### src/design/bdq_pkg.sv
// Package for the bounded deque with indexed read.
// Holds the transfer structs, the operation and status codes and field widths.
// No dependencies.
package bdq_pkg;

  localparam int MODE_W  = 3;
  localparam int VALUE_W = 32;
  localparam int POS_W   = 8;
  localparam int SIZE_W  = 9;
  localparam int STAT_W  = 2;

  localparam logic [MODE_W-1:0] MODE_INS_HEAD = 3'd0;
  localparam logic [MODE_W-1:0] MODE_INS_TAIL = 3'd1;
  localparam logic [MODE_W-1:0] MODE_REM_HEAD = 3'd2;
  localparam logic [MODE_W-1:0] MODE_REM_TAIL = 3'd3;
  localparam logic [MODE_W-1:0] MODE_RD_INDEX = 3'd4;
  localparam logic [MODE_W-1:0] MODE_RD_HEAD  = 3'd5;
  localparam logic [MODE_W-1:0] MODE_RD_TAIL  = 3'd6;

  localparam logic [STAT_W-1:0] ST_DONE  = 2'd0;
  localparam logic [STAT_W-1:0] ST_FULL  = 2'd1;
  localparam logic [STAT_W-1:0] ST_EMPTY = 2'd2;

  typedef struct packed {
    logic [MODE_W-1:0]  mode;
    logic [VALUE_W-1:0] element_value;
    logic [POS_W-1:0]   position;
  } bdq_in_t;

  typedef struct packed {
    logic [VALUE_W-1:0] read_value;
    logic [SIZE_W-1:0]  size_after;
    logic [STAT_W-1:0]  status;
  } bdq_out_t;

  // Per-operation result from the pointer control, minus the read data.
  typedef struct packed {
    logic              rd;
    logic [SIZE_W-1:0] size_after;
    logic [STAT_W-1:0] status;
  } bdq_res_t;

endpackage

### src/design/bdq_ctrl.sv
// Head pointer and count registers, operation decode and store addressing.
// Uses bdq_pkg.
module bdq_ctrl #(
  parameter int CAPACITY = 256,
  parameter int ELEMENT_WIDTH = 32,
  localparam int AW = (CAPACITY > 1) ? $clog2(CAPACITY) : 1
) (
  input  logic                     clk,
  input  logic                     rst,
  input  logic                     go,
  input  bdq_pkg::bdq_in_t         item,
  output logic                     mem_we,
  output logic                     mem_re,
  output logic [AW-1:0]            mem_addr,
  output logic [ELEMENT_WIDTH-1:0] mem_wdata,
  output bdq_pkg::bdq_res_t        res
);
  import bdq_pkg::*;

  localparam int CW = $clog2(CAPACITY + 1);
  localparam int XW = CW + POS_W;

  logic [AW-1:0] head, head_next;
  logic [CW-1:0] count, count_next;
  logic [CW-1:0] count_m1;
  logic          full, empty;
  logic [AW-1:0] idx;
  logic          wr, rd;
  logic [STAT_W-1:0] stat;

  function automatic logic [AW-1:0] slot(input logic [AW-1:0] h, input logic [AW-1:0] lg);
    logic [AW:0] s;
    s = {1'b0, h} + {1'b0, lg};
    if (s >= (AW+1)'(CAPACITY)) begin
      s = s - (AW+1)'(CAPACITY);
    end
    return s[AW-1:0];
  endfunction

  assign full     = (count == CW'(CAPACITY));
  assign empty    = (count == '0);
  assign count_m1 = count - 1'b1;

  always_comb begin
    head_next = head;
    count_next = count;
    wr = 1'b0;
    rd = 1'b0;
    stat = ST_DONE;
    mem_addr = '0;
    if (XW'(item.position) >= XW'(count)) begin
      idx = count_m1[AW-1:0];
    end else begin
      idx = AW'(item.position);
    end
    unique case (item.mode)
      MODE_INS_HEAD: begin
        if (full) begin
          stat = ST_FULL;
        end else begin
          head_next = (head == '0) ? AW'(CAPACITY - 1) : head - 1'b1;
          mem_addr = head_next;
          wr = 1'b1;
          count_next = count + 1'b1;
        end
      end
      MODE_INS_TAIL: begin
        if (full) begin
          stat = ST_FULL;
        end else begin
          mem_addr = slot(head, count[AW-1:0]);
          wr = 1'b1;
          count_next = count + 1'b1;
        end
      end
      MODE_REM_HEAD: begin
        if (empty) begin
          stat = ST_EMPTY;
        end else begin
          head_next = slot(head, AW'(1));
          count_next = count_m1;
        end
      end
      MODE_REM_TAIL: begin
        if (empty) begin
          stat = ST_EMPTY;
        end else begin
          count_next = count_m1;
        end
      end
      MODE_RD_INDEX, MODE_RD_HEAD, MODE_RD_TAIL: begin
        if (empty) begin
          stat = ST_EMPTY;
        end else begin
          rd = 1'b1;
          if (item.mode == MODE_RD_HEAD) begin
            mem_addr = head;
          end else if (item.mode == MODE_RD_TAIL) begin
            mem_addr = slot(head, count_m1[AW-1:0]);
          end else begin
            mem_addr = slot(head, idx);
          end
        end
      end
      default: begin
      end
    endcase
  end

  assign mem_we         = go && wr;
  assign mem_re         = go && rd;
  assign mem_wdata      = ELEMENT_WIDTH'(item.element_value);
  assign res.rd         = rd;
  assign res.size_after = SIZE_W'(count_next);
  assign res.status     = stat;

  always_ff @(posedge clk) begin
    if (rst) begin
      head <= '0;
      count <= '0;
    end else if (go) begin
      head <= head_next;
      count <= count_next;
    end
  end

endmodule

### config.mk
export PLATFORM = sky130hd
export DESIGN_NAME = bdq_ctrl
export DESIGN_NICKNAME = d
export VERILOG_FILES = /design/src/design/bdq_pkg.sv /design/src/design/bdq_ctrl.sv
export SDC_FILE = /design/constraint.sdc
export NUM_CORES = 1
export LEC_CHECK = 0
export BUFFER_PORTS_ARGS = -buffer_cell sky130_fd_sc_hd__buf_4
export CORE_ASPECT_RATIO = 0.5
export CORE_MARGIN = 5
export CORE_UTILIZATION = 34
export DETAILED_ROUTE_END_ITERATION = 6
export GPL_TIMING_DRIVEN = 0
export SKIP_CTS_REPAIR_TIMING = 1
export SYNTH_ARGS = -nofsm -noshare
export SYNTH_HDL_FRONTEND = slang
export SYNTH_SLANG_ARGS = --single-unit
### constraint.sdc
create_clock -name clk -period 7.1 [get_ports clk]
set_input_delay 1.42 -clock clk [delete_from_list [all_inputs] [get_ports clk]]
set_output_delay 1.42 -clock clk [all_outputs]
set_load 0.02 [all_outputs]
==> impl_metrics.json, run 1 <==
{
  "cts_root_buf": "clkbuf_16",
  "synthFlopType": "dfxtp_1",
  "hold_end": "count[8]$_SDFFE_PP0P_",
  "cts_tree": "yes",
  "ant_nets": 0,
  "r2r-end": "head[0]$_SDFFE_PP0P_",
  "required_ns": 5.68,
  "syn2layout_area_growth_pct": 23.8,
  "fmax_ghz": 0.148,
  "clkLatencyLatePin_ns": 0.26,
  "cts.sinks": 17,
  "power.leakage_nw": 1.69,
  "antenna_cells": 0,
  "power_density_nw_per_um2": 169,
  "synth_top_family_by_area": "compound AO/OA/AOI/OAI gates",
  "dieArea_sq_um": 10800,
  "multi_input_area_sq_um": 2180,
  "synthTopCellsByArea": "ha_1 13%, dfxtp_1 11%, buf_4 8.3%, xnor2_1 8.3%, a21oi_1 8.1%",
  "num_rows": 24,
  "ys_seq_elements": 17,
  "grt_pass1_wl_microns": 15100,
  "grt_pass1_vias": 3165,
  "dpl.hpwl_microns": 7420,
  "relSlewSlack_pct": 56.9,
  "htreeDepth": 1,
  "hold_start": "count[8]$_SDFFE_PP0P_",
  "nFillCells": 937,
  "via_per_inst": 5.19,
  "synthMuxAreaShare_pct": 1.68,
  "grt_overflow_total": 0,
  "start_kind": "primary input",
  "layout_common_cells": "97 x buf_4, 48 x a21oi_1, 43 x nor2_1, 32 x nand2_1, 30 x ha_1",
  "wl_per_cell_microns": 15.3,
  "reg2reg_depth": 11,
  "worst_slew_pin_slew_ns": 0.644,
  "synth_compound_area_share_pct": 25.0,
  "netlist_area_sq_um": 2970,
  "initialDrtViolationCount": 190,
  "min_path_cells": 3,
  "final-seq-area_sq_um": 340,
  "cp.arrival_ns": 5.33,
  "finalWirelength_microns": 9320,
  "antenna_found_initial": 0,
  "cts_buffers": 3,
  "cp_max_fo": 10,
  "outcome": "finished clean",
  "async_flop_share_pct": 0,
  "synth_nets": 501,
  "critPathKind": "in2out",
  "yosysWarnings": 0,
  "hp-class": "reg2reg",
  "synthAdderAreaFrac_pct": 14.0,
  "synth_top_area_share_pct": 12.6,
  "io_pins": 100,
  "via_count": 3153,
  "clkTransAtPathRegs_ns": 0.06,
  "core_sq_um": 8620,
  "synth_cell_types": 55,
  "dr.pass1.iters": 4,
  "track_usage_pct": 16.8,
  "die_h_microns": 76.1,
  "clockBufferDepth": 2,
  "die_x_microns": 142,
  "place_congestion": 0.884,
  "drv_slew": 0,
  "ys_seq_area_share_pct": 11.5,
  "fin_worst_skew_ns": 0.00504,
  "nNetsFinal": 570,
  "finalHoldViolCount": 0,
  "final.setup.tns_ns": 0,
  "syn_inst": 423,
  "rsz0062_at_grt": "false",
  "worst_setup_path_end_kind": "output port",
  "period_needed_ns": 6.75,
  "syn_avg_cell_area_sq_um": 7.02,
  "synth-edff-count": 0,
  "drc": 0,
  "grt_max_degree": 13,
  "synth-xor-area-share_pct": 9.73,
  "mostFrequentLayoutCell": "buf_4",
  "start_util_pct": 34.5,
  "numPortBuffers": 64,
  "drive_gt1_share_pct": 26.3,
  "drv_cap": 0,
  "ir_drop_uv": 76.2,
  "setup_viol": 0,
  "crit-reg2reg-launch": "count[0]$_SDFFE_PP0P_",
  "holdWs_ns": 0.663,
  "fin_crit_sh_pct": 95.1,
  "r2r_slack_ns": 4.21,
  "synth-simple-area-share_pct": 22.9,
  "yosys.area.top_type": "ha_1"
}
final cells by class:
type | count | area share (%)
multi-input cells | 326 | 59.2
clock buffers | 4 | 2.14
well taps | 117 | 3.98
flip-flops and latches | 17 | 9.25
inverters | 19 | 1.94
repair buffers | 64 | 13.1
plain buffers | 61 | 10.4
sequential cells by signal, summed over array words and instances (netlist names):
| signal | count |
|---|---|
| count | 9 |
| head | 8 |
metrics by stage:
| step | instance area, sq um | setup slack [ns] | instances | util (%) | total power [mW] |
|---|---|---|---|---|---|
| after floorplan | 2970 | 0.892 | 423 | - | 0.390 |
| after global placement | 3600 | 0.352 | 604 | 41.7 | 0.500 |
| after detailed placement | 3600 | 0.282 | 604 | 41.7 | 0.501 |
| after CTS | 3680 | 0.270 | 608 | 42.7 | 0.626 |
| after global routing | 3680 | 0.118 | 608 | 42.7 | 0.672 |
| final | 3680 | 0.350 | 608 | 42.7 | 0.623 |
logic make-up (layout without fill, tap and decap cells):
logic type / count (synthesis) / in the layout
DFF: 17 / 17
AOI/OAI and AO/OA: 122 / 122
and+or+nand+nor: 134 / 134
adders and majority gates: 32 / 32
muxes: 5 / 5
buffers and inverters: 80 / 148
xor gates and xnor gates: 33 / 33
power breakdown:
group	internal, mW	switching (mW)
Clock	0.0767	0.0468
Combinational	0.167	0.218
Sequential	0.102	0.0132
Total	0.345	0.278
worst max path at each step:
| stage | from | to | slack [ns] | cells after the start |
|---|---|---|---|---|
| 2_1_floorplan | item[6] | mem_addr[7] | 0.89 | 16 |
| 3_3_place_gp | item[6] | mem_addr[7] | 0.35 | 18 |
| 3_5_place_dp | item[6] | mem_addr[7] | 0.28 | 18 |
| 4_1_cts | item[6] | mem_addr[7] | 0.27 | 18 |
| 5_1_grt | item[6] | mem_addr[7] | 0.12 | 18 |
| 6_report | item[6] | mem_addr[7] | 0.35 | 18 |
routing by layer:
metal / part of all wire, % / global-route usage (%)
met1: 46 / 21.9
met3: 7.6 / 3.07
met2: 45 / 28.9
met4: 1.2 / 3.26
met5: 0 / 0
synth_stat cells (11+ instances only):
cell / instances
nand2_1: 32
o21ai_1: 12
inv_1: 19
xnor2_1: 28
ha_1: 30
dfxtp_1: 17
nand3_1: 11
clkbuf_1: 14
buf_2: 11
buf_4: 33
o21ai_0: 17
a21oi_1: 48
nor2_1: 43
critical path: stages:
cell	delay (ns)
buf_4	0.12
ha_1	0.30
a21o_1	0.18
a21oi_1	0.17
o21ai_1	0.13
or2_2	0.29
clkbuf_1	0.14
clkbuf_2	0.20
a31oi_1	0.28
ha_1	0.33
o211ai_1	0.17
o21ai_1	0.14
o31a_1	0.28
or4b_1	0.50
a41oi_2	0.28
xnor2_1	0.15
o21ai_1	0.07
buf_4	0.17
Note: power is estimated with default switching activity, not from simulation.
==> run 2, diff against run 1 <==
MAX_ROUTING_LAYER = met4   (was unset)
==> impl_metrics.json, run 2 (synthesis gave the netlist of run 1 again) <==
{
  "crit-reg2reg-launch": "count[0]$_SDFFE_PP0P_",
  "final_area_sq_um": 3680,
  "dp.cells": 604,
  "fin_cells": 608,
  "rsz0062_at_grt": "false",
  "start_util_pct": 34.5,
  "cts_tree": "yes",
  "core_sq_um": 8620,
  "power.total_mw": 0.625,
  "power_density_nw_per_um2": 170,
  "track_usage_pct": 17.3,
  "finalHoldViolCount": 0,
  "syn2layout_area_growth_pct": 23.8,
  "crit_start": "item[6]",
  "cts_root_buf": "clkbuf_16",
  "wl_per_cell_microns": 15.3,
  "via_count": 3137,
  "via_per_inst": 5.16,
  "place_congestion": 0.899,
  "fin_crit_sh_pct": 95.1,
  "met1_length_microns": 4300,
  "drive_gt1_share_pct": 26.3,
  "hp-class": "reg2reg",
  "ant_nets": 0,
  "cts.sinks": 17,
  "ir_drop_uv": 76.3,
  "outcome": "finished clean",
  "die_h_microns": 76.1,
  "dpl_worst_slack_ns": 0.282,
  "setup_viol": 0,
  "drc": 0,
  "finalWirelength_microns": 9320,
  "grt_pass1_wl_microns": 15200,
  "die_x_microns": 142,
  "htreeDepth": 1,
  "relSlewSlack_pct": 52.7,
  "antenna_found_initial": 0,
  "topRoutingLayerUsed": "met4",
  "dpl.hpwl_microns": 7420,
  "final.setup.tns_ns": 0,
  "crit_path_end": "mem_addr[7]",
  "nFillCells": 937,
  "wl_met2_microns": 4210,
  "layout_common_cells": "97 x buf_4, 48 x a21oi_1, 43 x nor2_1, 32 x nand2_1, 30 x ha_1",
  "r2r-end": "head[0]$_SDFFE_PP0P_",
  "initialDrtViolationCount": 172,
  "reg2reg_depth": 11,
  "drv_cap": 0,
  "largest_register": "count",
  "cts_buffers": 3,
  "antenna_cells": 0,
  "fin_worst_skew_ns": 0.00280,
  "holdWs_ns": 0.660,
  "clkTransAtPathRegs_ns": 0.06,
  "fmax_ghz": 0.148,
  "period_needed_ns": 6.75,
  "clkLatencyLatePin_ns": 0.26,
  "numPortBuffers": 64,
  "largest_reg_flops": 9,
  "power.leakage_nw": 1.69,
  "cp_max_fo": 10,
  "grt_max_degree": 13,
  "start_kind": "primary input",
  "num_rows": 24,
  "clockBufferDepth": 2,
  "cp.arrival_ns": 5.33,
  "reg_top3": "count: 9 flops, head: 8 flops",
  "required_ns": 5.68,
  "fin_util_pct": 42.7,
  "grt_overflow_total": 0,
  "mostFrequentLayoutCell": "buf_4",
  "worst_setup_path_end_kind": "output port",
  "route.met3.wl_microns": 745,
  "nNetsFinal": 570,
  "grt_pass1_vias": 3156,
  "place_area_sq_um": 3600,
  "dr.pass1.iters": 4,
  "drv_slew": 0,
  "postLayoutSetupSlackWorst_ns": 0.348,
  "io_pins": 100,
  "dieArea_sq_um": 10800,
  "r2r_slack_ns": 4.19,
  "critPathKind": "in2out",
  "worst_slew_pin_slew_ns": 0.710
}
[run 2: cell counts in the layout (fill, tap and decap cells not counted)]
No cell type changed its count.
[run 2: worst min-delay path by stage]
stage                     slack, ns                  start  cells after the start                    end
final                          0.66  count[8]$_SDFFE_PP0P_                      3  count[8]$_SDFFE_PP0P_
after global routing           0.70   head[6]$_SDFFE_PP0P_                      2   head[6]$_SDFFE_PP0P_
after CTS                      0.67  count[8]$_SDFFE_PP0P_                      3  count[8]$_SDFFE_PP0P_
after detailed placement       0.65  count[8]$_SDFFE_PP0P_                      3  count[8]$_SDFFE_PP0P_
after global placement         0.65  count[8]$_SDFFE_PP0P_                      3  count[8]$_SDFFE_PP0P_
after floorplan                0.56   head[6]$_SDFFE_PP0P_                      2   head[6]$_SDFFE_PP0P_
[run 2: routing by layer]
metal	global-route usage (%)	vias to the layer above
met3	2.95	6
met1	22.3	1434
li1	-	1589
met4	3.26	0
met5	-	-
met2	28.7	108
[run 2: cell type report]
cell class / instances / area (sq um) / area share [%]
plain buffers: 61 / 383 / 10.4
clock buffers: 4 / 78.8 / 2.14
inverters: 19 / 71.3 / 1.94
multi-input cells: 326 / 2180 / 59.2
flip-flops and latches: 17 / 340 / 9.25
well taps: 117 / 146 / 3.98
repair buffers: 64 / 480 / 13.1
[run 2: power breakdown]
part	switching (mW)	internal, mW	total (mW)
combinational	0.219	0.167	0.385
sequential	0.0132	0.102	0.115
clock	0.0479	0.0767	0.125
[run 2: worst max-delay path, cell delays in order]
cell	delay, ns
buf_4	0.12
ha_1	0.30
a21o_1	0.18
a21oi_1	0.17
o21ai_1	0.13
or2_2	0.29
clkbuf_1	0.14
clkbuf_2	0.20
a31oi_1	0.28
ha_1	0.33
o211ai_1	0.17
o21ai_1	0.14
o31a_1	0.28
or4b_1	0.50
a41oi_2	0.28
xnor2_1	0.15
o21ai_1	0.07
buf_4	0.17
